===== src/lsmp_pkg.sv =====
// Package for the lidar scan-to-map point converter: shared types, register
// codes, CORDIC constants and small helper functions.
// Depends on nothing; every other file in src but lsmp_fifo uses it.
package lsmp_pkg;

  localparam int unsigned ADDR_W    = 5;
  localparam int unsigned DATA_W    = 32;
  localparam int unsigned IDX_W     = 12;
  localparam int unsigned ANG_W     = 16;
  localparam int unsigned RNG_W     = 16;
  localparam int unsigned MAP_W     = 24;
  localparam int unsigned IDX_CAP   = 4095;

  // CORDIC datapath widths: x and y in Q16 millimetres, z in 2^-32 turns.
  localparam int unsigned VEC_W     = 17;
  localparam int unsigned PROD_W    = 49;
  localparam int unsigned XW        = 36;
  localparam int unsigned ZW        = 33;
  localparam int unsigned RND_W     = 20;
  localparam int unsigned SUM_W     = 26;
  localparam int unsigned FRAC_W    = 16;
  localparam int unsigned GAIN_SHIFT = 14;

  localparam logic [30:0] CORDIC_GAIN = 31'd652032874;
  localparam logic signed [XW-1:0] ROUND_HALF = XW'(32768);
  localparam logic signed [ANG_W:0] QUARTER_POS = 17'sd16384;
  localparam logic signed [ANG_W:0] QUARTER_NEG = -17'sd16384;
  localparam logic signed [ANG_W:0] HALF_TURN = 17'sd32768;
  localparam logic signed [SUM_W-1:0] MAP_MAX = SUM_W'(8388607);
  localparam logic signed [SUM_W-1:0] MAP_MIN = -SUM_W'(8388608);

  typedef enum logic [2:0] {
    REG_RANGE_MIN    = 3'd0,
    REG_RANGE_MAX    = 3'd1,
    REG_ANGLE_START  = 3'd2,
    REG_ANGLE_STEP   = 3'd3,
    REG_POSE_X       = 3'd4,
    REG_POSE_Y       = 3'd5,
    REG_POSE_HEADING = 3'd6,
    REG_LASER_OFS_X  = 3'd7
  } reg_idx_t;

  typedef struct packed {
    logic [RNG_W-1:0] range_mm;
    logic             scan_start;
  } in_item_t;

  typedef struct packed {
    logic signed [MAP_W-1:0] map_x;
    logic signed [MAP_W-1:0] map_y;
    logic [IDX_W-1:0]        beam_index;
    logic [RNG_W-1:0]        range_out;
  } out_item_t;

  typedef struct packed {
    logic [RNG_W-1:0]        range_lo;
    logic [RNG_W-1:0]        range_hi;
    logic [ANG_W-1:0]        angle_start;
    logic [ANG_W-1:0]        angle_step;
    logic signed [MAP_W-1:0] pose_x;
    logic signed [MAP_W-1:0] pose_y;
    logic [ANG_W-1:0]        pose_heading;
    logic signed [ANG_W-1:0] laser_offset_x;
  } cfg_t;

  // One accepted beam with a valid range, as it waits between front and back.
  typedef struct packed {
    logic [IDX_W-1:0] idx;
    logic [ANG_W-1:0] ang;
    logic [RNG_W-1:0] rng;
  } beam_t;

  typedef struct packed {
    logic [IDX_W-1:0] idx;
    logic [RNG_W-1:0] rng;
  } meta_t;

  typedef struct packed {
    logic signed [ANG_W-1:0] ang;
    logic                    flip;
  } red_ang_t;

  // Folds an angle into [-quarter, +quarter] turn; flip asks for a negated vector.
  function automatic red_ang_t reduce_angle(logic [ANG_W-1:0] a);
    logic signed [ANG_W:0] s;
    red_ang_t res;
    s = {a[ANG_W-1], a};
    res.flip = 1'b0;
    res.ang = a;
    if (s > QUARTER_POS) begin
      res.ang = ANG_W'(s - HALF_TURN);
      res.flip = 1'b1;
    end else if (s < QUARTER_NEG) begin
      res.ang = ANG_W'(s + HALF_TURN);
      res.flip = 1'b1;
    end
    return res;
  endfunction

  // Arctangent of 2^-i in units of 2^-32 turn.
  function automatic logic [31:0] atan_turn(int unsigned i);
    logic [31:0] v;
    case (i)
      0:       v = 32'd536870912;
      1:       v = 32'd316933406;
      2:       v = 32'd167458907;
      3:       v = 32'd85004756;
      4:       v = 32'd42667331;
      5:       v = 32'd21354465;
      6:       v = 32'd10679838;
      7:       v = 32'd5340245;
      8:       v = 32'd2670163;
      9:       v = 32'd1335087;
      10:      v = 32'd667544;
      11:      v = 32'd333772;
      12:      v = 32'd166886;
      13:      v = 32'd83443;
      14:      v = 32'd41722;
      15:      v = 32'd20861;
      16:      v = 32'd10430;
      17:      v = 32'd5215;
      18:      v = 32'd2608;
      19:      v = 32'd1304;
      20:      v = 32'd652;
      21:      v = 32'd326;
      22:      v = 32'd163;
      23:      v = 32'd81;
      default: v = 32'd0;
    endcase
    return v;
  endfunction

endpackage


===== src/lsmp_front.sv =====
// Front end: accepts beams, tracks beam index and beam angle, and forwards
// only beams whose range lies inside the window. Depends on lsmp_pkg.
module lsmp_front #(
  parameter logic [11:0] BEAM_LIMIT = 12'd4095
) (
  input  logic                clk,
  input  logic                rst_n,
  input  lsmp_pkg::cfg_t      cfg,
  input  logic                push,
  input  lsmp_pkg::in_item_t  in_item,
  output logic                full,
  output logic                q_push,
  output lsmp_pkg::beam_t     q_data,
  input  logic                q_full
);

  logic [lsmp_pkg::IDX_W-1:0] cnt_r, cnt_nxt;
  logic [lsmp_pkg::ANG_W-1:0] ang_r, ang_nxt;
  logic [lsmp_pkg::IDX_W-1:0] idx;
  logic [lsmp_pkg::ANG_W-1:0] ang;
  logic                       accept;
  logic                       in_window;

  assign full   = q_full;
  assign accept = push & ~q_full;
  assign idx    = in_item.scan_start ? '0 : cnt_r;
  assign ang    = in_item.scan_start ? cfg.angle_start : ang_r;

  assign in_window = (in_item.range_mm > cfg.range_lo) && (in_item.range_mm < cfg.range_hi);

  assign q_push     = accept & in_window;
  assign q_data.idx = idx;
  assign q_data.ang = ang;
  assign q_data.rng = in_item.range_mm;

  // Once the index saturates, the angle freezes with it.
  always_comb begin
    cnt_nxt = cnt_r;
    ang_nxt = ang_r;
    if (accept) begin
      if (idx < BEAM_LIMIT) begin
        cnt_nxt = idx + 1'b1;
        ang_nxt = ang + cfg.angle_step;
      end else begin
        cnt_nxt = idx;
        ang_nxt = ang;
      end
    end
  end

  always_ff @(posedge clk) begin
    if (!rst_n) begin
      cnt_r <= '0;
      ang_r <= '0;
    end else begin
      cnt_r <= cnt_nxt;
      ang_r <= ang_nxt;
    end
  end

endmodule


===== config.mk =====
export PLATFORM = sky130hd
export DESIGN_NAME = lsmp_front
export DESIGN_NICKNAME = d
export VERILOG_FILES = /design/src/lsmp_pkg.sv /design/src/lsmp_front.sv
export SDC_FILE = /design/constraint.sdc
export NUM_CORES = 1
export LEC_CHECK = 0
export BUFFER_PORTS_ARGS = -buffer_cell sky130_fd_sc_hd__buf_2
export CAP_MARGIN = 30
export CORE_ASPECT_RATIO = 1.75
export CORE_MARGIN = 2
export CORE_UTILIZATION = 44
export CTS_BUF_LIST = sky130_fd_sc_hd__clkbuf_16
export CTS_CLUSTER_DIAMETER = 30
export CTS_CLUSTER_SIZE = 12
export DETAILED_ROUTE_END_ITERATION = 6
export PLACE_DENSITY = 0.82
export SETUP_SLACK_MARGIN = 0.3
export SYNTH_ARGS = -nofsm -noshare
export SYNTH_HDL_FRONTEND = slang
export SYNTH_SLANG_ARGS = --single-unit
export TNS_END_PERCENT = 50

===== constraint.sdc =====
create_clock -name clk -period 3.73 [get_ports clk]
set_clock_uncertainty 0.05 [all_clocks]
set_input_delay 0.746 -clock clk [delete_from_list [all_inputs] [get_ports clk]]
set_output_delay 0.746 -clock clk [all_outputs]
set_load 0.03 [all_outputs]

==> results.ini <==
[outcome]
status = finished clean

[synthesis]
synth_edf_count = 0
synth_top_family_by_area = compound AO/OA/AOI/OAI gates
ys_seq_area_frac = 0.1679
synthArstFlopShare = 0
yosys_warnings = 0
synth.avg_cell_area_um2 = 7.730
synth-compound-area-share = 0.2338
synth_xor_area_frac = 0.02623
yosysMostFrequentCell = ha_1
synth_common_cells = ha_1, nand2_1, inv_1
ys_ff_latch = 28
syn_nets = 645
synth_area_leaders = ha_1, dfxtp_1, mux2_2
synth_cell_type_count = 58
yosysTopAreaCell = ha_1
syn-cell-area_mm2 = 0.003339
synth_top_flop_cell = dfxtp_1
synthMuxAreaShare = 0.05358
netlist_instances = 432
synthSimpleGateAreaFrac = 0.2278
synth_fa_ha_area_frac = 0.1821
yosysTopAreaCellShare = 0.1761

[detailed_routing]
wirelength_um = 9256
vias = 3551
antenna_left = 0
first_iter_violations = 272
post-route-drc-count = 0
via_per_inst = 5.663
post_drt_wl_per_cell_um = 14.76
drt_first_pass_iters = 4

[final_layout]
multi_input_area_mm2 = 0.002446
diodes = 0
synthToLayoutAreaGrowth_pct = 22.07
nFillCells = 691
fin_nets = 753
design_area_mm2 = 0.004076
final_layout_size_suffix_gt1_frac = 0.3265
register_area_um2 = 560.5
finalNonFillerCells = 627

[hold_path]
worstHoldStart = ang_r[0]
whs_path_depth = 2
hold_path.class = reg2reg

[clocking]
cts_sinks = 28
root_buffer = clkbuf_16
post_cts_buffers = 0
cts-hold-fix-buffers = 0
cts_tree = yes
cts_buffer_depth = 2
clk_pin_slew_ns = 0.08
cts_made_buffers = 3
insertion_delay_ns = 0.28
htree_levels = 1
cts.repair.resized = 0

[die]
dieArea_mm2 = 0.008330
rows = 42
core_area_mm2 = 0.007462
pin_count = 211
die_w_um = 69.86
die_height_um = 119.2
initial_utilization = 0.4475

[setup_path]
startpoint = in_item[0]
end_kind = register
crit_type = in2reg
crit_chain = buf_2, buf_12, mux2_4, ha_1, a21o_1, nand3_1, a31oi_1, or3_1, nor3_1, or4_1, nand3_1
timing.rr.start = ang_r[0]
crit_fanout = 15
crit_path_top_delay_cell = or4_1
worst_path_most_repeated_cell = nand3_1
crit_arrival_ns = 3.45
critPathRequiredTime_ns = 3.90
slowest_delay_ns = 0.53
r2r.worst_path.cells = 11
startpoint_type = input pin

[global_route]
grt-ovfl-total = 0
grtUsageTotal = 0.2148
grt_pass1_wl_um = 14880
antenna_found_initial = 0
grt_pass1_vias = 3426
grt_max_degree = 28

[power]
power_mw = 1.122
max-vdd-ir-drop_mv = 0.1820
p_leak_nw = 2.095
powerDensity_mw_per_mm2 = 275.3

[timing]
fmax_mhz = 305.3
finalCritPeriodShare = 0.8782
tightest_slew_ns = 0.6072
grt_setup_unrepaired = false
tns_ns = 0
final_hold_viol_count = 0
finalCriticalPeriod_ns = 3.276
drv_slew = 0
setup_violations = 0
relSlewSlack = 0.5927
fin_ws_ns = 0.4541

[place]
dp_hpwl_um = 7464
io_buffer_count = 130
pre_cts_ws_ns = 0.1898
dpl.cell_count = 623
gp_congestion = 0.8644
postPlaceCellArea_mm2 = 0.003971

[job]
drv_cap = 0

## state kept, by name, indices dropped and copies added, names as in the netlist
name and count:
ang_r 16, cnt_r 12
## power breakdown
group / switching, mW / internal [mW]
clock: 0.115 / 0.214
combinational: 0.274 / 0.197
sequential: 0.00786 / 0.314
total: 0.397 / 0.725
## cell usage in the layout, fill, tap and decap left out, types with 9 or more instances in the layout
cell type / Yosys / final
inv_1: 40 / 40
ha_1: 47 / 46
dfxtp_1: 28 / 28
a31oi_1: 14 / 14
nand2_1: 41 / 41
nor2b_1: 14 / 12
a21oi_1: 26 / 26
nor2_1: 32 / 32
a21o_1: 15 / 15
nand3_1: 9 / 9
nor3_1: 9 / 9
o21ai_0: 24 / 24
buf_2: 5 / 130
mux2_2: 15 / 13
## stage by stage
| stage | util | hold slack (ns) |
|---|---|---|
| after floorplan | - | 0.3794 |
| after global placement | 0.5322 | 0.3882 |
| after detailed placement | 0.5322 | 0.4008 |
| after CTS | 0.5463 | 0.4107 |
| after global routing | 0.5463 | 0.4330 |
| final | 0.5463 | 0.4111 |
## worst max-delay path, delay by kind of cell
family,cells,cell delay [ns]
and+or+nand+nor,5,0.95
buffers and inverters,2,0.54
AOI/OAI and AO/OA,2,0.49
adders and majority gates,1,0.38
muxes,1,0.33
## path summary, 6_finish.rpt
check	endpoint	slack [ns]
hold / removal	ang_r[0]	0.41
setup / recovery	ang_r[15]	0.45
hold reg to reg	ang_r[0]	0.41
setup reg to reg	ang_r[14]	1.13
## per-layer routing
layer  track usage  vias to the layer above  part of all wire
li1              -                     1751                 -
met1        0.2300                     1621              0.37
met2        0.4179                      166              0.54
met3       0.02369                       13             0.074
met4       0.08053                        0             0.017
met5             0                        -                 0
## logic make-up after synthesis
logic type | count (synthesis)
AO/OA/AOI/OAI | 116
AND/OR/NAND/NOR | 141
multiplexers | 16
XOR/XNOR | 10
adder cells (fa/ha/maj) | 48
buffers and inverters | 73
flip-flops | 28
## cell type report
type	instances	area share
Clock buffer	3	0.01842
Clock inverter	1	0.007366
Inverter	41	0.03775
Multi-Input combinational cell	331	0.6001
Sequential cell	28	0.1375
Tap cell	88	0.02701
Timing Repair Buffer	135	0.1719
No activity file was read; power rests on OpenSTA's default activity.
