==> src/lsmp_pkg.sv <==
// Package for the lidar scan-to-map point converter: shared types, register
// codes, CORDIC constants and small helper functions.
// Depends on nothing; every other file in src but lsmp_fifo uses it.
package lsmp_pkg;

  localparam int unsigned ADDR_W    = 5;
  localparam int unsigned DATA_W    = 32;
  localparam int unsigned IDX_W     = 12;
  localparam int unsigned ANG_W     = 16;
  localparam int unsigned RNG_W     = 16;
  localparam int unsigned MAP_W     = 24;
  localparam int unsigned IDX_CAP   = 4095;

  // CORDIC datapath widths: x and y in Q16 millimetres, z in 2^-32 turns.
  localparam int unsigned VEC_W     = 17;
  localparam int unsigned PROD_W    = 49;
  localparam int unsigned XW        = 36;
  localparam int unsigned ZW        = 33;
  localparam int unsigned RND_W     = 20;
  localparam int unsigned SUM_W     = 26;
  localparam int unsigned FRAC_W    = 16;
  localparam int unsigned GAIN_SHIFT = 14;

  localparam logic [30:0] CORDIC_GAIN = 31'd652032874;
  localparam logic signed [XW-1:0] ROUND_HALF = XW'(32768);
  localparam logic signed [ANG_W:0] QUARTER_POS = 17'sd16384;
  localparam logic signed [ANG_W:0] QUARTER_NEG = -17'sd16384;
  localparam logic signed [ANG_W:0] HALF_TURN = 17'sd32768;
  localparam logic signed [SUM_W-1:0] MAP_MAX = SUM_W'(8388607);
  localparam logic signed [SUM_W-1:0] MAP_MIN = -SUM_W'(8388608);

  typedef enum logic [2:0] {
    REG_RANGE_MIN    = 3'd0,
    REG_RANGE_MAX    = 3'd1,
    REG_ANGLE_START  = 3'd2,
    REG_ANGLE_STEP   = 3'd3,
    REG_POSE_X       = 3'd4,
    REG_POSE_Y       = 3'd5,
    REG_POSE_HEADING = 3'd6,
    REG_LASER_OFS_X  = 3'd7
  } reg_idx_t;

  typedef struct packed {
    logic [RNG_W-1:0] range_mm;
    logic             scan_start;
  } in_item_t;

  typedef struct packed {
    logic signed [MAP_W-1:0] map_x;
    logic signed [MAP_W-1:0] map_y;
    logic [IDX_W-1:0]        beam_index;
    logic [RNG_W-1:0]        range_out;
  } out_item_t;

  typedef struct packed {
    logic [RNG_W-1:0]        range_lo;
    logic [RNG_W-1:0]        range_hi;
    logic [ANG_W-1:0]        angle_start;
    logic [ANG_W-1:0]        angle_step;
    logic signed [MAP_W-1:0] pose_x;
    logic signed [MAP_W-1:0] pose_y;
    logic [ANG_W-1:0]        pose_heading;
    logic signed [ANG_W-1:0] laser_offset_x;
  } cfg_t;

  // One accepted beam with a valid range, as it waits between front and back.
  typedef struct packed {
    logic [IDX_W-1:0] idx;
    logic [ANG_W-1:0] ang;
    logic [RNG_W-1:0] rng;
  } beam_t;

  typedef struct packed {
    logic [IDX_W-1:0] idx;
    logic [RNG_W-1:0] rng;
  } meta_t;

  typedef struct packed {
    logic signed [ANG_W-1:0] ang;
    logic                    flip;
  } red_ang_t;

  // Folds an angle into [-quarter, +quarter] turn; flip asks for a negated vector.
  function automatic red_ang_t reduce_angle(logic [ANG_W-1:0] a);
    logic signed [ANG_W:0] s;
    red_ang_t res;
    s = {a[ANG_W-1], a};
    res.flip = 1'b0;
    res.ang = a;
    if (s > QUARTER_POS) begin
      res.ang = ANG_W'(s - HALF_TURN);
      res.flip = 1'b1;
    end else if (s < QUARTER_NEG) begin
      res.ang = ANG_W'(s + HALF_TURN);
      res.flip = 1'b1;
    end
    return res;
  endfunction

  // Arctangent of 2^-i in units of 2^-32 turn.
  function automatic logic [31:0] atan_turn(int unsigned i);
    logic [31:0] v;
    case (i)
      0:       v = 32'd536870912;
      1:       v = 32'd316933406;
      2:       v = 32'd167458907;
      3:       v = 32'd85004756;
      4:       v = 32'd42667331;
      5:       v = 32'd21354465;
      6:       v = 32'd10679838;
      7:       v = 32'd5340245;
      8:       v = 32'd2670163;
      9:       v = 32'd1335087;
      10:      v = 32'd667544;
      11:      v = 32'd333772;
      12:      v = 32'd166886;
      13:      v = 32'd83443;
      14:      v = 32'd41722;
      15:      v = 32'd20861;
      16:      v = 32'd10430;
      17:      v = 32'd5215;
      18:      v = 32'd2608;
      19:      v = 32'd1304;
      20:      v = 32'd652;
      21:      v = 32'd326;
      22:      v = 32'd163;
      23:      v = 32'd81;
      default: v = 32'd0;
    endcase
    return v;
  endfunction

endpackage

==> src/lsmp_cfg.sv <==
// Configuration register file with an APB-style access port.
// Depends on lsmp_pkg for the register codes and the cfg_t bundle.
module lsmp_cfg (
  input  logic                         clk,
  input  logic                         rst_n,
  input  logic                         psel,
  input  logic                         penable,
  input  logic                         pwrite,
  input  logic [lsmp_pkg::ADDR_W-1:0]  paddr,
  input  logic [lsmp_pkg::DATA_W-1:0]  pwdata,
  output logic [lsmp_pkg::DATA_W-1:0]  prdata,
  output logic                         pready,
  output lsmp_pkg::cfg_t               cfg
);

  lsmp_pkg::cfg_t     cfg_r;
  lsmp_pkg::reg_idx_t sel;
  logic               wr_en;

  assign pready = 1'b1;
  assign sel    = lsmp_pkg::reg_idx_t'(paddr[lsmp_pkg::ADDR_W-1:2]);
  assign wr_en  = psel & penable & pwrite;
  assign cfg    = cfg_r;

  always_ff @(posedge clk) begin
    if (!rst_n) begin
      cfg_r.range_lo       <= '0;
      cfg_r.range_hi       <= '1;
      cfg_r.angle_start    <= '0;
      cfg_r.angle_step     <= '0;
      cfg_r.pose_x         <= '0;
      cfg_r.pose_y         <= '0;
      cfg_r.pose_heading   <= '0;
      cfg_r.laser_offset_x <= '0;
    end else if (wr_en) begin
      case (sel)
        lsmp_pkg::REG_RANGE_MIN:    cfg_r.range_lo <= pwdata[lsmp_pkg::RNG_W-1:0];
        lsmp_pkg::REG_RANGE_MAX:    cfg_r.range_hi <= pwdata[lsmp_pkg::RNG_W-1:0];
        lsmp_pkg::REG_ANGLE_START:  cfg_r.angle_start <= pwdata[lsmp_pkg::ANG_W-1:0];
        lsmp_pkg::REG_ANGLE_STEP:   cfg_r.angle_step <= pwdata[lsmp_pkg::ANG_W-1:0];
        lsmp_pkg::REG_POSE_X:       cfg_r.pose_x <= pwdata[lsmp_pkg::MAP_W-1:0];
        lsmp_pkg::REG_POSE_Y:       cfg_r.pose_y <= pwdata[lsmp_pkg::MAP_W-1:0];
        lsmp_pkg::REG_POSE_HEADING: cfg_r.pose_heading <= pwdata[lsmp_pkg::ANG_W-1:0];
        lsmp_pkg::REG_LASER_OFS_X:  cfg_r.laser_offset_x <= pwdata[lsmp_pkg::ANG_W-1:0];
        default: ;
      endcase
    end
  end

  always_comb begin
    case (sel)
      lsmp_pkg::REG_RANGE_MIN:    prdata = lsmp_pkg::DATA_W'(cfg_r.range_lo);
      lsmp_pkg::REG_RANGE_MAX:    prdata = lsmp_pkg::DATA_W'(cfg_r.range_hi);
      lsmp_pkg::REG_ANGLE_START:  prdata = lsmp_pkg::DATA_W'(cfg_r.angle_start);
      lsmp_pkg::REG_ANGLE_STEP:   prdata = lsmp_pkg::DATA_W'(cfg_r.angle_step);
      lsmp_pkg::REG_POSE_X:       prdata = lsmp_pkg::DATA_W'(unsigned'(cfg_r.pose_x));
      lsmp_pkg::REG_POSE_Y:       prdata = lsmp_pkg::DATA_W'(unsigned'(cfg_r.pose_y));
      lsmp_pkg::REG_POSE_HEADING: prdata = lsmp_pkg::DATA_W'(cfg_r.pose_heading);
      lsmp_pkg::REG_LASER_OFS_X:  prdata = lsmp_pkg::DATA_W'(unsigned'(cfg_r.laser_offset_x));
      default:                    prdata = '0;
    endcase
  end

endmodule

==> config.mk <==
export PLATFORM = sky130hd
export DESIGN_NAME = lsmp_cfg
export DESIGN_NICKNAME = d
export VERILOG_FILES = /design/src/lsmp_pkg.sv /design/src/lsmp_cfg.sv
export SDC_FILE = /design/constraint.sdc
export NUM_CORES = 1
export LEC_CHECK = 0
export ABC_AREA = 1
export ABC_CLOCK_PERIOD_IN_PS = 3400
export BUFFER_PORTS_ARGS = -buffer_cell sky130_fd_sc_hd__buf_2
export CORE_MARGIN = 10
export CORE_UTILIZATION = 30
export CTS_BUF_LIST = sky130_fd_sc_hd__clkbuf_16
export CTS_CLUSTER_SIZE = 24
export DETAILED_ROUTE_END_ITERATION = 12
export HOLD_SLACK_MARGIN = 0.05
export PLACE_DENSITY_LB_ADDON = 0.25
export SYNTH_ARGS = -nofsm -noshare
export SYNTH_HDL_FRONTEND = slang
export SYNTH_SLANG_ARGS = --single-unit
==> constraint.sdc <==
create_clock -name clk -period 3.4 [get_ports clk]
set_input_delay 0.17 -clock clk [delete_from_list [all_inputs] [get_ports clk]]
set_output_delay 0.17 -clock clk [all_outputs]
set_load 0.05 [all_outputs]
==> results of run 1 <==
==> area by class of cell <==
| class | count | area (um2) |
|---|---|---|
| flip-flops and latches | 144 | 2880 |
| well taps | 280 | 350 |
| inverters | 31 | 120 |
| clock buffers | 17 | 425 |
| fillers | 2360 | 13600 |
| diodes | 3 | 7.51 |
| repair buffers | 219 | 1190 |
| clock inverters | 15 | 151 |
| multi-input cells | 700 | 3300 |
==> through the flow <==
stage,total power [mW],instance area [um2],util (%)
floorplan,2.09,6810,-
global placement,2.22,7770,35.3
detailed placement,2.22,7770,35.3
CTS,4.10,8430,38.3
global route,4.19,8440,38.3
finish,4.09,8440,38.3
==> logic make-up (layout without fill, tap and decap cells) <==
logic type	Yosys count	count (layout)	synth area share, %
and+or+nand+nor	555	555	38.0
AOI/OAI and AO/OA	136	136	10.0
other	2	12	0.111
buffers and inverters	136	282	9.34
DFF	144	144	42.5
==> what timing repair did <==
action	4_1_cts	5_1_grt
gates resized for setup	0	0
hold buffers	8	0
endpoints found under the hold margin	16	0
setup buffers	0	0
==> per-layer routing <==
layer / wire length (um) / vias up / global-route usage (%) / share of wire (%)
met2: 14500 / 322 / 32.6 / 48
met1: 12300 / 3412 / 24.0 / 41
li1: - / 3559 / - / -
met4: 810 / 0 / 7.48 / 2.7
met5: 0 / - / 0 / 0
met3: 2550 / 44 / 6.25 / 8.5
==> cells in the final DEF (no fill, tap or decap), types with 3 or more instances in the layout <==
| master | instances |
|---|---|
| nor2_1 | 192 |
| nand3_4 | 4 |
| conb_1 | 9 |
| clkinv_1 | 5 |
| inv_1 | 27 |
| nor2_2 | 3 |
| clkinv_2 | 5 |
| nand4_1 | 66 |
| o21ai_1 | 48 |
| buf_2 | 198 |
| nand2_1 | 111 |
| nand2_2 | 3 |
| o21ai_0 | 88 |
| clkbuf_16 | 17 |
| dlygate4sd3_1 | 8 |
| nor3_1 | 112 |
| buf_4 | 11 |
| nand3_1 | 57 |
| clkinvlp_4 | 3 |
| bufinv_16 | 3 |
| dfxtp_1 | 144 |
| nor2_4 | 5 |
| diode_2 | 3 |
==> final timing paths <==
| check | start | to | slack, ns | cells after the start |
|---|---|---|---|---|
| worst max-delay path | paddr[3] | prdata[0] | 1.00 | 7 |
| worst min register to register | cfg[118]$_SDFFE_PN1P_ | cfg[118]$_SDFFE_PN1P_ | 0.48 | 2 |
| worst max register to register | cfg[55]$_SDFFE_PN0P_ | cfg[55]$_SDFFE_PN0P_ | 2.72 | 2 |
| worst min-delay path | pwdata[7] | cfg[119]$_SDFFE_PN1P_ | 0.15 | 3 |
==> tightest hold or removal path, stage by stage <==
cell	delay, ns
buf_2	0.19
nand2_1	0.10
nand3_1	0.07
==> Yosys cell counts <==
cell	n	area, um2
inv_1	26	97.6
inv_4	1	6.26
o21ai_1	48	240
nor2_4	5	56.3
buf_1	22	82.6
conb_1	2	7.51
clkinv_2	1	5.00
nand3_4	3	52.6
inv_2	2	7.51
buf_6	6	67.6
clkbuf_1	38	143
nor2_1	192	721
nand4_1	66	413
nor2_8	1	20.0
nor2_2	3	18.8
clkinv_1	1	3.75
buf_4	10	75.1
nand3_2	1	10.0
dfxtp_1	144	2880
nor3_1	112	561
o21ai_0	88	440
nand3_1	58	290
clkbuf_2	2	10.0
buf_2	27	135
nand2_2	3	18.8
nand2_1	111	417
==> power by group <==
| group | switching (mW) | total (mW) | internal, mW | leakage (nW) |
|---|---|---|---|---|
| registers | 0.0179 | 1.73 | 1.71 | 1.16 |
| clock network | 0.761 | 1.90 | 1.13 | 0.280 |
| logic | 0.380 | 0.466 | 0.0864 | 2.48 |
==> results.toml, run 1 <==
[run_status]
outcome = "finished clean"

[floorplanning]
dieWidth_um = 170
die_area_um2 = 29000
ioPinCount = 219
rows = 54
die_h_um = 170
core_area_um2 = 22000
start_util_pct = 30.8

[setup_path]
crit_path_end_kind = "output pin"
slowest_delay_ns = 0.51
path_cells = "buf_2 -> nor2_8 -> nand2_2 -> inv_1 -> nand2_1 -> nand3_1 -> buf_2"
cp.arrival_ns = 2.23
cp_top_family = "buffers and inverters"
worstSetupStartpointType = "input port"
crit_fanout = 26
path_class = "in2out"
slowest_stage = "inv_1"
critPathMostFrequentCell = "buf_2"
path_buf_inv = 3
worstPathRequired_ns = 3.23

[placement]
place.gp.congestion = 0.842
place_hpwl_um = 20700
dp.cells = 1366
port-buffer-count = 199
place_ws_ns = 1.01

[detailed_routing]
dr.first_iter.drc_count = 749
routed_via_density = 5.21
detail-route-antenna-nets = 0
wl_per_cell_um = 21.4
wl_um = 30100
vias = 7337
drtPass1Iterations = 5
drc = 0

[layout]
nNetsFinal = 1155
drive_above_1_share_pct = 23.0
area_growth_pct = 24.4
stdcell_count = 1409
largest_register_ffs = 144

[logic_synthesis]
ys.warnings.count = 0
ys_ff_latch = 144
netlist_area_um2 = 6780
netlist_instances = 973
synth_cell_types = 26
synth.avg_cell_area_um2 = 6.97
seq_area_frac_synth_pct = 42.5

[clock_network]
cts_max_path_buffers = 2
cts-root-buf = "clkbuf_16"
numCtsBuffers = 17
cts_sinks = 144
clk_latency_ns = 0.42
cts_tree = "built"
path_clk_slew_ns = 0.07
htreeDepth = 4

[global_route]
overflow = 0
grt_pass1_wl_um = 43200
track_usage_pct = 19.9
antenna_found_initial = 3
grt_pass1_vias = 6756
grt_max_degree = 76

[timing]
slew_violations = 0
fmax_mhz = 417
setup_viol_count_final = 0
setup_slack_ns = 1.00
post-route-period-util_pct = 70.5
rsz0062_at_grt = "false"
worstMarginPinSlew_ns = 0.995
hold_ws_ns = 0.145
tns_ns = 0
maxSlewHeadroom_pct = 33.6
period_needed_ns = 2.40
finClkSkew_ns = 0
finalHoldViolCount = 0

[flow_run]
cap_violations = 0

[hold_path]
hold_class = "in2reg"

[power_and_ir_drop]
irDropWorstVdd_mv = 0.283
powerDensity_nw_per_um2 = 485
leakage_nw = 3.93
(Power assumes the default switching activity.)
==> run 2, diff against run 1 <==
ABC_CLOCK_PERIOD_IN_PS = 1930   (was 3400)
clock period = 1.93 ns   (was 3.4 ns; I/O delays follow)
==> run 2 against run 1 <==
  * Clock power up 61%
  * First-iteration DRC count grew 2.0%
  * Die area is the same
  * Largest cell class unchanged
  * Clock skew unchanged
==> results.toml, run 2 (same netlist as run 1, synthesis figures left out) <==
[clock_network]
path_clk_slew_ns = 0.06
postCtsSetupBuffers = 0
hold_buffers = 10
cts-root-buf = "clkbuf_16"
htreeDepth = 4
cts_sinks = 144
cts_max_path_buffers = 2
numCtsBuffers = 17
cts_resized = 0
cts_tree = "built"
clk_latency_ns = 0.42

[layout]
drive_above_1_share_pct = 24.3
n_fill_cell = 2368
nNetsFinal = 1178
largest_register_ffs = 144
final_common_cell = "buf_2"
area_growth_pct = 26.3
final_core_util_pct = 38.9
mostFrequentLayoutCells = "buf_2, nor2_1, dfxtp_1"

[detailed_routing]
vias = 7428
top_layer = "met4"
wl_um = 30500
wl_per_cell_um = 21.3
dr.first_iter.drc_count = 764
detail-route-antenna-nets = 0
met3_length_um = 2430
wl_met2_um = 14600
routed_via_density = 5.19
drt-met1-wl_um = 12700
drtPass1Iterations = 6
drc = 0

[placement]
place.gp.congestion = 0.861
port-buffer-count = 199
place_hpwl_um = 21000

[setup_path]
critPathLaunch = "paddr[2]"
r2r_end = "cfg[79]$_SDFFE_PN0P_"
r2r_cells = 3
r2r_start = "cfg[79]$_SDFFE_PN0P_"
crit_fanout = 26
crit_path_end_kind = "output pin"
cp.arrival_ns = 1.62
crit_end = "prdata[23]"
worstSetupStartpointType = "input port"
path_class = "in2out"
worstPathRequired_ns = 1.83
r2r_setup_slack_ns = 0.73

[timing]
slew_violations = 0
period_needed_ns = 1.72
finClkSkew_ns = 0
tns_ns = 0
finalHoldViolCount = 0
rsz0062_at_grt = "false"
setup_viol_count_final = 0
maxSlewHeadroom_pct = 56.6
post-route-period-util_pct = 89.0
worstMarginPinSlew_ns = 0.651
fmax_mhz = 582
hold_ws_ns = 0.0705

[power_and_ir_drop]
leakage_nw = 4.01
powerDensity_nw_per_um2 = 811
irDropWorstVdd_mv = 0.464
p_total_mw = 6.94

[global_route]
antenna_found_initial = 2
grt_pass1_wl_um = 43900
overflow = 0
track_usage_pct = 20.1
grt_max_degree = 136
grt_pass1_vias = 6858

[floorplanning]
core_area_um2 = 22000
rows = 54
ioPinCount = 219
die_area_um2 = 29000
start_util_pct = 30.8
dieWidth_um = 170
die_h_um = 170

[hold_path]
hold_class = "in2reg"

[run_status]
outcome = "finished clean"

[flow_run]
cap_violations = 0
## run 2: changes by cell type in the layout (fill, tap and decap cells not counted)
cell	previous run	this run
bufinv_16	3	1
clkinv_4	0	1
buf_4	11	32
dlygate4sd3_1	8	10
diode_2	3	2
clkinv_1	5	6
## run 2: critical path: stages
cell and delay [ns]:
buf_2 0.22, buf_4 0.34, nand3_2 0.36, o21ai_0 0.26, buf_2 0.31
## run 2: power breakdown
part	internal, mW	switching [mW]	total (mW)
Clock	1.73	1.31	3.05
Sequential	3.01	0.0327	3.04
Combinational	0.175	0.677	0.852
## run 2: through the flow
stage	setup slack [ns]	instances	instance area (um2)
final	0.212	1431	8560
after global routing	0.0933	1431	8560
after CTS	0.243	1429	8560
after detailed placement	0.204	1387	7930
after global placement	0.218	1387	7930
after floorplan	0.0202	980	6810
## run 2: per-layer routing
layer | vias up | track usage, %
li1 | 3596 | -
met5 | - | 0
met2 | 321 | 32.8
met4 | 0 | 7.55
met1 | 3471 | 25.0
met3 | 40 | 5.14
## run 2: layout make-up
class / count / area, um2 / area share, %
multi-input cells: 700 / 3300 / 38.6
flip-flops and latches: 144 / 2880 / 33.7
repair buffers: 242 / 1370 / 16.0
clock buffers: 17 / 425 / 4.97
well taps: 280 / 350 / 4.09
inverters: 31 / 120 / 1.40
clock inverters: 15 / 104 / 1.21
diodes: 2 / 5.00 / 0.0584
## run 2: worst min path at each step
stage | startpoint | cells after the start | slack [ns] | to
after floorplan | pwdata[23] | 2 | 0.24 | cfg[55]$_SDFFE_PN0P_
after global routing | pwdata[13] | 3 | 0.08 | cfg[125]$_SDFFE_PN1P_
after CTS | pwdata[13] | 3 | 0.06 | cfg[125]$_SDFFE_PN1P_
after detailed placement | pwdata[23] | 3 | 0.35 | cfg[79]$_SDFFE_PN0P_
final | pwdata[0] | 3 | 0.07 | cfg[112]$_SDFFE_PN1P_
after global placement | pwdata[23] | 3 | 0.35 | cfg[79]$_SDFFE_PN0P_
