### config.mk
export PLATFORM = sky130hd
export DESIGN_NAME = lsmp_fifo
export DESIGN_NICKNAME = d
export VERILOG_FILES = /design/src/lsmp_fifo.sv
export SDC_FILE = /design/constraint.sdc
export NUM_CORES = 1
export LEC_CHECK = 0
export CELL_PAD_IN_SITES_DETAIL_PLACEMENT = 0
export CELL_PAD_IN_SITES_GLOBAL_PLACEMENT = 1
export CORE_ASPECT_RATIO = 1.25
export CORE_UTILIZATION = 40
export CTS_CLUSTER_SIZE = 28
export DETAILED_ROUTE_END_ITERATION = 8
export DONT_BUFFER_PORTS = 1
export GPL_ROUTABILITY_DRIVEN = 1
export GPL_TIMING_DRIVEN = 0
export MAX_ROUTING_LAYER = met4
export PLACE_DENSITY_LB_ADDON = 0.2
export REMOVE_ABC_BUFFERS = 1
export SYNTH_ARGS = -nofsm -noshare
export SYNTH_HDL_FRONTEND = slang
export SYNTH_SLANG_ARGS = --single-unit
### constraint.sdc
create_clock -name clk -period 2.95 [get_ports clk]
set_input_delay 0.1475 -clock clk [delete_from_list [all_inputs] [get_ports clk]]
set_output_delay 0.1475 -clock clk [all_outputs]
set_load 0.01 [all_outputs]
### src/lsmp_fifo.sv
// Small synchronous queue built from registers, used between front and back
// and in front of the result port. Depends on nothing.
module lsmp_fifo #(
  parameter int unsigned WIDTH = 44,
  parameter int unsigned DEPTH = 4
) (
  input  logic             clk,
  input  logic             rst_n,
  input  logic             wr_en,
  input  logic [WIDTH-1:0] wr_data,
  output logic             full,
  input  logic             rd_en,
  output logic [WIDTH-1:0] rd_data,
  output logic             empty
);

  localparam int unsigned AW = (DEPTH > 1) ? $clog2(DEPTH) : 1;
  localparam int unsigned CW = $clog2(DEPTH + 1);
  localparam logic [AW-1:0] LAST = AW'(DEPTH - 1);
  localparam logic [CW-1:0] FULL_CNT = CW'(DEPTH);

  logic [WIDTH-1:0] mem_r [DEPTH];
  logic [AW-1:0]    wr_ptr_r, wr_ptr_nxt;
  logic [AW-1:0]    rd_ptr_r, rd_ptr_nxt;
  logic [CW-1:0]    cnt_r, cnt_nxt;
  logic             do_wr, do_rd;

  assign full    = (cnt_r == FULL_CNT);
  assign empty   = (cnt_r == '0);
  assign do_wr   = wr_en & ~full;
  assign do_rd   = rd_en & ~empty;
  assign rd_data = mem_r[rd_ptr_r];

  always_comb begin
    wr_ptr_nxt = wr_ptr_r;
    rd_ptr_nxt = rd_ptr_r;
    cnt_nxt    = cnt_r;
    if (do_wr) begin
      wr_ptr_nxt = (wr_ptr_r == LAST) ? '0 : wr_ptr_r + 1'b1;
    end
    if (do_rd) begin
      rd_ptr_nxt = (rd_ptr_r == LAST) ? '0 : rd_ptr_r + 1'b1;
    end
    if (do_wr && !do_rd) begin
      cnt_nxt = cnt_r + 1'b1;
    end else if (do_rd && !do_wr) begin
      cnt_nxt = cnt_r - 1'b1;
    end
  end

  always_ff @(posedge clk) begin
    if (!rst_n) begin
      wr_ptr_r <= '0;
      rd_ptr_r <= '0;
      cnt_r    <= '0;
    end else begin
      wr_ptr_r <= wr_ptr_nxt;
      rd_ptr_r <= rd_ptr_nxt;
      cnt_r    <= cnt_nxt;
    end
  end

  always_ff @(posedge clk) begin
    if (do_wr) begin
      mem_r[wr_ptr_r] <= wr_data;
    end
  end

endmodule

==> results of run 1 <==
[per-stage QoR]
step                TNS (ns)  std cells  hold WS (ns)  instance area (um2)
floorplan                  0        269         0.246                 6760
global placement     -131.92        489         0.246                 7040
detailed placement         0        495         0.247                 7170
CTS                        0        572        0.0346                 8230
global route               0        572        0.0503                 8230
finish                     0        572        0.0492                 8230
[state kept, by name, indices dropped and copies added, names as in the netlist, named ones only]
| name | count |
|---|---|
| cnt_r | 3 |
| mem_r | 176 |
| rd_ptr_r | 2 |
| wr_ptr_r | 2 |
[power groups by stage]
stage / registers [mW] / logic (mW) / clock network [mW]
floorplan: 3.45 / 0.865 / 0
global placement: 3.56 / 1.08 / 0
detailed placement: 3.45 / 1.22 / 0
CTS: 3.39 / 1.30 / 2.39
global route: 3.42 / 1.36 / 2.48
finish: 3.38 / 1.26 / 2.32
[path summary, 6_finish.rpt]
check / from / endpoint / slack (ns) / cells after the start
setup / recovery: cnt_r[0] / cnt_r[2] / 0.50 / 8
hold / removal: rd_en / register / 0.05 / 2
setup reg to reg: cnt_r[0] / cnt_r[2] / 0.50 / 8
hold reg to reg: wr_ptr_r[1] / wr_ptr_r[1] / 0.51 / 2
[metal layers]
layer	vias to the layer above	track usage (%)
met5	-	-
li1	1296	-
met2	57	24.7
met3	14	4.03
met4	0	5.63
met1	1555	17.9
[cell families after synthesis]
| family | after synthesis |
|---|---|
| simple gates | 20 |
| flops | 185 |
| compound gates | 5 |
| mux | 47 |
| fa+ha+maj | 7 |
| buf+inv | 15 |
| xor+xnor | 2 |
[placed cells by master (no fill, tap or decap)]
master,n
sky130_fd_sc_hd__edfxtp_1,176
sky130_fd_sc_hd__dlygate4sd3_1,45
sky130_fd_sc_hd__mux4_2,40
sky130_fd_sc_hd__clkbuf_16,17
sky130_fd_sc_hd__dfxtp_1,7
sky130_fd_sc_hd__nand2_1,6
sky130_fd_sc_hd__ha_1,6
sky130_fd_sc_hd__buf_12,6
sky130_fd_sc_hd__and2_2,4
sky130_fd_sc_hd__mux4_1,4
sky130_fd_sc_hd__clkinv_1,4
sky130_fd_sc_hd__bufinv_16,4
sky130_fd_sc_hd__inv_1,3
sky130_fd_sc_hd__mux2i_1,3
sky130_fd_sc_hd__o21ai_0,3
sky130_fd_sc_hd__nor2b_1,2
sky130_fd_sc_hd__nor2_1,2
sky130_fd_sc_hd__nand3_1,2
sky130_fd_sc_hd__clkinv_2,2
sky130_fd_sc_hd__clkinv_4,2
sky130_fd_sc_hd__nor3b_2,1
sky130_fd_sc_hd__nor3_1,1
sky130_fd_sc_hd__o31ai_1,1
sky130_fd_sc_hd__xnor2_1,1
sky130_fd_sc_hd__and2_1,1
sky130_fd_sc_hd__xor2_1,1
sky130_fd_sc_hd__or3_1,1
sky130_fd_sc_hd__a21boi_0,1
sky130_fd_sc_hd__fa_1,1
sky130_fd_sc_hd__dfxtp_4,1
sky130_fd_sc_hd__dfxtp_2,1
sky130_fd_sc_hd__clkinvlp_4,1
sky130_fd_sc_hd__clkbuf_1,1
sky130_fd_sc_hd__inv_6,1
[layout make-up]
| cell class | instances | area (um2) |
|---|---|---|
| clock buffer | 18 | 429 |
| sequential | 185 | 5470 |
| multi-input combinational | 81 | 1290 |
| inverter | 3 | 11.3 |
| timing repair buffer | 51 | 571 |
| tap | 220 | 275 |
| clock inverter | 14 | 179 |
| fill | 1447 | 8620 |
==> metrics.txt, run 1 <==
# TYPE chip_impl_metric gauge
chip_impl_metric{name="grt_max_degree",unit=""} 31
chip_impl_metric{name="post-layout-total-power",unit="mW"} 6.96
chip_impl_metric{name="count_of_mapped_cells_out_of_synthesis",unit=""} 281
chip_impl_metric{name="detail-route-antenna-nets",unit=""} 0
chip_impl_metric{name="power_report.internal_total",unit="mW"} 5.21
chip_impl_info{name="synth_largest_area_cell",value="sky130_fd_sc_hd__edfxtp_1"} 1
chip_impl_info{name="min-delay-path-class",value="input port to register"} 1
chip_impl_metric{name="met3RoutedLength",unit="um"} 394
chip_impl_metric{name="post_route_cells_drive_above_1_share",unit="%"} 22.7
chip_impl_info{name="cts_tree",value="built"} 1
chip_impl_metric{name="drt_first_iter_violations",unit=""} 179
chip_impl_metric{name="floorplan.rows",unit=""} 53
chip_impl_metric{name="numCtsBuffers",unit=""} 17
chip_impl_metric{name="slew-limit-headroom",unit="%"} 55.5
chip_impl_metric{name="combPwrFrac",unit="%"} 18.1
chip_impl_metric{name="synth_simple_gate_area_share",unit="%"} 1.56
chip_impl_metric{name="final_core_utilization",unit="%"} 48.8
chip_impl_metric{name="clock_tree.htree_level_count",unit=""} 4
chip_impl_metric{name="vdd_ir_drop_max",unit="mV"} 0.331
chip_impl_metric{name="die_area",unit="mm2"} 0.0178
chip_impl_metric{name="routedLengthMet1",unit="um"} 4870
chip_impl_metric{name="cpPeakStageDelay",unit="ns"} 0.46
chip_impl_metric{name="vias_in_the_first_global_route",unit=""} 3210
chip_impl_info{name="critical_path.slowest_cell",value="sky130_fd_sc_hd__dfxtp_1"} 1
chip_impl_metric{name="parity_gate_share_of_the_synthesized_area_counting_xor_and_xnor_cells",unit="%"} 0.254
chip_impl_metric{name="crit_fanout",unit=""} 7
chip_impl_metric{name="grt-ovfl-total",unit=""} 0
chip_impl_metric{name="timing.final.crit_period",unit="ns"} 2.45
chip_impl_metric{name="synth_edf_count",unit=""} 176
chip_impl_info{name="worst_setup_path_start_kind",value="register"} 1
chip_impl_metric{name="postSynth.asyncResetShare",unit="%"} 0
chip_impl_metric{name="p_switching",unit="mW"} 1.75
chip_impl_metric{name="drtPass1Iterations",unit=""} 4
chip_impl_metric{name="routedWlPerCell",unit="um"} 20.7
chip_impl_metric{name="synth_warnings",unit=""} 0
chip_impl_metric{name="tightest_slew",unit="ns"} 0.668
chip_impl_metric{name="post_synth_mux_area_share",unit="%"} 15.0
chip_impl_metric{name="synth-compound-area-share",unit="%"} 0.436
chip_impl_metric{name="post-dp-hpwl",unit="um"} 6880
chip_impl_info{name="critical_path.top_delay_family",value="simple AND/OR/NAND/NOR gates"} 1
chip_impl_metric{name="p_sw_share",unit="%"} 25.2
chip_impl_metric{name="fmax",unit="MHz"} 408
chip_impl_metric{name="track_usage",unit="%"} 15.1
chip_impl_info{name="critPathCaptureType",value="register"} 1
chip_impl_info{name="worstSetupPathType",value="register to register"} 1
chip_impl_metric{name="clock_power_share",unit="%"} 33.3
chip_impl_metric{name="clk_pin_slew",unit="ns"} 0.06
chip_impl_metric{name="post-place-ws",unit="ns"} 0.499
chip_impl_metric{name="pin_count",unit=""} 94
chip_impl_metric{name="cp.required",unit="ns"} 3.29
chip_impl_metric{name="count_of_clock_tree_sinks",unit=""} 185
chip_impl_metric{name="via_count",unit=""} 2922
chip_impl_info{name="synth_ff_type",value="sky130_fd_sc_hd__edfxtp_1"} 1
chip_impl_info{name="yosys.cell_count.top_type",value="sky130_fd_sc_hd__edfxtp_1"} 1
chip_impl_info{name="yosys-top-cells-area",value="sky130_fd_sc_hd__edfxtp_1 (77%), sky130_fd_sc_hd__mux4_2 (13%), sky130_fd_sc_hd__dfxtp_1 (2.6%), sky130_fd_sc_hd__mux4_1 (1.5%), sky130_fd_sc_hd__buf_12 (1.2%)"} 1
chip_impl_metric{name="initial_utilization",unit="%"} 40.9
chip_impl_metric{name="clk-insertion-delay-late",unit="ns"} 0.42
chip_impl_metric{name="antenna_found_initial",unit=""} 0
chip_impl_metric{name="hold_buffers",unit=""} 45
chip_impl_metric{name="cp.buffers_inverters",unit=""} 1
chip_impl_info{name="cts-root-buf",value="sky130_fd_sc_hd__clkbuf_16"} 1
chip_impl_metric{name="max_slew_violation_total_from_the_final_report",unit=""} 0
chip_impl_metric{name="post_synth_instance_area",unit="mm2"} 0.00689
chip_impl_metric{name="leakagePower",unit="nW"} 2.61
chip_impl_metric{name="core_area",unit="mm2"} 0.0168
chip_impl_metric{name="adder_cell_fraction_of_synth_area",unit="%"} 1.38
chip_impl_metric{name="finalSetupViolCount",unit=""} 0
chip_impl_metric{name="post-cts-setup-buffers",unit=""} 0
chip_impl_metric{name="remaining_drc_errors",unit=""} 0
chip_impl_metric{name="gp_routability_congestion",unit=""} 0.650
chip_impl_metric{name="fin_skew",unit="ns"} 0.00659
chip_impl_metric{name="max_cap_viol_count",unit=""} 0
chip_impl_info{name="synth_commonest_cells",value="sky130_fd_sc_hd__edfxtp_1 (176), sky130_fd_sc_hd__mux4_2 (40), sky130_fd_sc_hd__dfxtp_1 (9)"} 1
chip_impl_metric{name="totalWireLength",unit="um"} 11800
chip_impl_metric{name="ys_ff_latch",unit=""} 185
chip_impl_metric{name="place.port_buffers",unit=""} 0
chip_impl_info{name="combinational_family_with_the_most_area_after_synthesis",value="multiplexers"} 1
chip_impl_metric{name="seqPwrFrac",unit="%"} 48.6
chip_impl_metric{name="layout_worst_path_cycle_share",unit="%"} 83.0
chip_impl_metric{name="wire_length_of_the_first_global_routing_pass",unit="um"} 18400
chip_impl_metric{name="avg_vias_per_cell",unit=""} 5.11
chip_impl_metric{name="sequential_cell_area_fraction_in_the_yosys_report",unit="%"} 79.3
chip_impl_metric{name="timing.final.ws_setup",unit="ns"} 0.502
chip_impl_metric{name="syn_to_final_growth",unit="%"} 19.4
chip_impl_info{name="cells_traversed_along_the_worst_timing_path",value="nor3b_2, nor2b_1, ha_1, inv_1, fa_1, xor2_1, or3_1, a21boi_0"} 1
chip_impl_metric{name="max-clock-path-buffers",unit=""} 2
chip_impl_metric{name="met2RoutedLength",unit="um"} 6400
chip_impl_info{name="rsz0062_at_grt",value="false"} 1
chip_impl_metric{name="antenna_cells_inserted",unit=""} 0
chip_impl_metric{name="power_density",unit="mW/mm2"} 846
chip_impl_metric{name="cts-resized-gates",unit=""} 0
chip_impl_metric{name="post_synth.cell_area_avg",unit="um2"} 24.5
chip_impl_metric{name="die_width",unit="um"} 119
chip_impl_metric{name="worst-endpoint-arrival",unit="ns"} 2.79
chip_impl_metric{name="yosys.area.top_type_share",unit="%"} 76.7
chip_impl_metric{name="chipHeight",unit="um"} 149
chip_impl_info{name="highest-signal-layer",value="met4"} 1
chip_impl_metric{name="nNetsFinal",unit=""} 394
chip_impl_info{name="outcome",value="completed"} 1
chip_impl_metric{name="timing_hold_violations_final",unit=""} 0
chip_impl_metric{name="ys_types",unit=""} 26
Power figures use the tool's default switching activity.
==> run 2: changes to the inputs <==
ABC_AREA = 1   (was unset)
clock period = 2 ns   (was 2.95 ns; I/O delays follow)
==> run 2 against run 1 <==
Effect of this change:
- clock power up 40%
- die area up 3.1%
- synthesized cell count up 77%
- critical path depth down 5
- clock-buffer cell count up 2
- largest cell class unchanged
==> metrics.txt, run 2 <==
# TYPE chip_impl_metric gauge
chip_impl_metric{name="clock_power_share",unit="%"} 29.5
chip_impl_metric{name="via_count",unit=""} 4142
chip_impl_info{name="worstSetupPathType",value="register to primary output"} 1
chip_impl_metric{name="core_area",unit="mm2"} 0.0174
chip_impl_metric{name="tightest_slew",unit="ns"} 0.756
chip_impl_metric{name="numCtsBuffers",unit=""} 17
chip_impl_metric{name="worst_hold_slack",unit="ns"} 0.0843
chip_impl_info{name="largest_register",value="mem_r"} 1
chip_impl_metric{name="post_route_cells_drive_above_1_share",unit="%"} 14.3
chip_impl_metric{name="ys_ff_latch",unit=""} 185
chip_impl_metric{name="place.port_buffers",unit=""} 0
chip_impl_metric{name="chipHeight",unit="um"} 151
chip_impl_metric{name="vdd_ir_drop_max",unit="mV"} 0.634
chip_impl_metric{name="final_core_utilization",unit="%"} 49.0
chip_impl_metric{name="antenna_found_initial",unit=""} 0
chip_impl_metric{name="count_of_clock_tree_sinks",unit=""} 185
chip_impl_metric{name="p_switching",unit="mW"} 3.57
chip_impl_metric{name="max-clock-path-buffers",unit=""} 2
chip_impl_info{name="yosys-top-cells-area",value="sky130_fd_sc_hd__edfxtp_1 (74%), sky130_fd_sc_hd__o21ai_0 (5.8%), sky130_fd_sc_hd__nor2_1 (5.0%), sky130_fd_sc_hd__o22ai_1 (3.0%), sky130_fd_sc_hd__dfxtp_1 (2.5%)"} 1
chip_impl_metric{name="track_usage",unit="%"} 18.3
chip_impl_metric{name="drtPass1Iterations",unit=""} 4
chip_impl_metric{name="crit_fanout",unit=""} 44
chip_impl_info{name="rsz0062_at_grt",value="false"} 1
chip_impl_metric{name="post_synth_instance_area",unit="mm2"} 0.00711
chip_impl_metric{name="largest_reg_flops",unit=""} 176
chip_impl_metric{name="max_cap_viol_count",unit=""} 0
chip_impl_info{name="yosys.cell_count.top_type",value="sky130_fd_sc_hd__edfxtp_1"} 1
chip_impl_metric{name="seqPwrFrac",unit="%"} 45.2
chip_impl_metric{name="fin_skew",unit="ns"} 0.00786
chip_impl_metric{name="timing.final.crit_period",unit="ns"} 1.89
chip_impl_metric{name="count_of_mapped_cells_out_of_synthesis",unit=""} 497
chip_impl_metric{name="avg_vias_per_cell",unit=""} 5.29
chip_impl_metric{name="cp.required",unit="ns"} 1.90
chip_impl_metric{name="initial_utilization",unit="%"} 40.8
chip_impl_metric{name="power_density",unit="mW/mm2"} 1290
chip_impl_info{name="synth_ff_type",value="sky130_fd_sc_hd__edfxtp_1"} 1
chip_impl_metric{name="finalSetupTns",unit="ns"} 0
chip_impl_metric{name="ys_types",unit=""} 23
chip_impl_metric{name="post_synth.cell_area_avg",unit="um2"} 14.3
chip_impl_metric{name="sequential_cell_area_fraction_in_the_yosys_report",unit="%"} 76.9
chip_impl_metric{name="synth_edf_count",unit=""} 176
chip_impl_metric{name="remaining_drc_errors",unit=""} 0
chip_impl_metric{name="syn_to_final_growth",unit="%"} 20.3
chip_impl_info{name="worst_setup_path_start_kind",value="register"} 1
chip_impl_metric{name="combPwrFrac",unit="%"} 25.3
chip_impl_metric{name="slew-limit-headroom",unit="%"} 49.5
chip_impl_metric{name="totalWireLength",unit="um"} 15600
chip_impl_metric{name="grt_max_degree",unit=""} 89
chip_impl_metric{name="fmax",unit="MHz"} 529
chip_impl_info{name="cts_tree",value="built"} 1
chip_impl_metric{name="grt-ovfl-total",unit=""} 0
chip_impl_metric{name="num-fill-cells",unit=""} 1511
chip_impl_metric{name="antenna_cells_inserted",unit=""} 0
chip_impl_info{name="biggestRegsByFlops",value="mem_r: 176 flops, cnt_r: 3 flops"} 1
chip_impl_metric{name="detail-route-antenna-nets",unit=""} 0
chip_impl_metric{name="wire_length_of_the_first_global_routing_pass",unit="um"} 23100
chip_impl_metric{name="post-dp-hpwl",unit="um"} 7790
chip_impl_metric{name="max_slew_violation_total_from_the_final_report",unit=""} 0
chip_impl_metric{name="die_area",unit="mm2"} 0.0183
chip_impl_metric{name="nNetsFinal",unit=""} 601
chip_impl_metric{name="worst-endpoint-arrival",unit="ns"} 1.79
chip_impl_info{name="synth_commonest_cells",value="sky130_fd_sc_hd__edfxtp_1 (176), sky130_fd_sc_hd__nor2_1 (95), sky130_fd_sc_hd__o21ai_0 (83)"} 1
chip_impl_info{name="min-delay-path-class",value="input port to register"} 1
chip_impl_info{name="outcome",value="completed"} 1
chip_impl_metric{name="clk-insertion-delay-late",unit="ns"} 0.42
chip_impl_info{name="critPathCaptureType",value="primary output"} 1
chip_impl_metric{name="leakagePower",unit="nW"} 2.86
chip_impl_metric{name="pin_count",unit=""} 94
chip_impl_metric{name="timing_hold_violations_final",unit=""} 0
chip_impl_metric{name="die_width",unit="um"} 121
chip_impl_metric{name="vias_in_the_first_global_route",unit=""} 4098
chip_impl_metric{name="floorplan.rows",unit=""} 54
chip_impl_info{name="synth_largest_area_cell",value="sky130_fd_sc_hd__edfxtp_1"} 1
chip_impl_metric{name="postSynth.asyncResetShare",unit="%"} 0
chip_impl_metric{name="clk_pin_slew",unit="ns"} 0.06
chip_impl_metric{name="clock_tree.htree_level_count",unit=""} 4
chip_impl_metric{name="drt_first_iter_violations",unit=""} 281
chip_impl_metric{name="yosys.area.top_type_share",unit="%"} 74.4
chip_impl_info{name="mostFrequentLayoutCells",value="sky130_fd_sc_hd__edfxtp_1 (176), sky130_fd_sc_hd__nor2_1 (90), sky130_fd_sc_hd__o21ai_0 (83)"} 1
chip_impl_metric{name="layout_worst_path_cycle_share",unit="%"} 94.6
chip_impl_metric{name="finalSetupViolCount",unit=""} 0
chip_impl_metric{name="post-layout-total-power",unit="mW"} 11.0
chip_impl_metric{name="routedWlPerCell",unit="um"} 19.9
chip_impl_info{name="most_common_cell_after_layout_fill_and_taps_aside",value="sky130_fd_sc_hd__edfxtp_1"} 1
chip_impl_metric{name="power_report.internal_total",unit="mW"} 7.44
chip_impl_info{name="cts-root-buf",value="sky130_fd_sc_hd__clkbuf_16"} 1
chip_impl_metric{name="p_sw_share",unit="%"} 32.4
chip_impl_metric{name="gp_routability_congestion",unit=""} 0.699
chip_impl_metric{name="synth_warnings",unit=""} 0
==> run 2: layout make-up <==
cell class / instances / area [um2] / share of cell area (%)
inverters: 19 / 100 / 1.17
clock inverters: 12 / 125 / 1.46
well taps: 224 / 280 / 3.28
clock buffers: 20 / 447 / 5.23
multi-input cells: 267 / 1480 / 17.3
repair buffers: 56 / 636 / 7.44
flip-flops and latches: 185 / 5480 / 64.1
==> run 2: what timing repair did <==
action	4_1_cts	5_1_grt
resized for setup	11	11
hold buffers	47	1
buffers inserted	3	0
hold endpoints to repair	185	4
cloned	1	0
setup endpoints to repair	164	91
pin swaps	2	0
==> run 2: worst max-delay path: stages (launching register included) <==
cell and delay (ns):
sky130_fd_sc_hd__dfxtp_4 0.64, sky130_fd_sc_hd__buf_16 0.32, sky130_fd_sc_hd__nor2_1 0.08, sky130_fd_sc_hd__o22ai_1 0.30
==> run 2: per-layer routing <==
layer | up-vias | part of all wire [%] | GRT usage [%]
met1 | 2058 | 42 | 21.9
met3 | 24 | 6.1 | 4.82
met5 | - | 0 | -
li1 | 1929 | - | -
met4 | 0 | 2.0 | 7.53
met2 | 131 | 50 | 29.3
==> run 2: logic make-up after synthesis <==
kind of cell	share of synthesized area, %
adder cells (fa/ha/maj)	1.34
flip-flops	76.9
buffers and inverters	3.56
AND/OR/NAND/NOR	6.96
AO/OA/AOI/OAI	11.2
==> run 2: path summary, 6_finish.rpt <==
kind	startpoint	endpoint	slack, ns	depth (start not counted)
worst min register to register	cnt_r[0]	cnt_r[0]	0.50	2
worst max-delay path	register	rd_data[41]	0.11	3
worst min-delay path	wr_en	wr_ptr_r[0]	0.08	4
worst max register to register	cnt_r[1]	cnt_r[1]	0.15	9
==> run 2: through the flow <==
step                      setup slack, ns  std cells  area [um2]
after floorplan                    -0.973        470        6930
after global routing              0.00627        783        8550
after CTS                        0.000939        782        8490
final                               0.108        783        8550
after detailed placement           -0.236        699        7340
after global placement              -2.79        694        7210
==> run 2: power groups by stage <==
stage	Clock [mW]	Combinational, mW	Sequential (mW)
3_3_place_gp	0	2.16	5.24
3_5_place_dp	0	2.38	5.15
2_1_floorplan	0	1.64	5.06
6_report	3.24	2.79	4.98
4_1_cts	3.31	2.82	4.96
5_1_grt	3.45	3.07	5.02
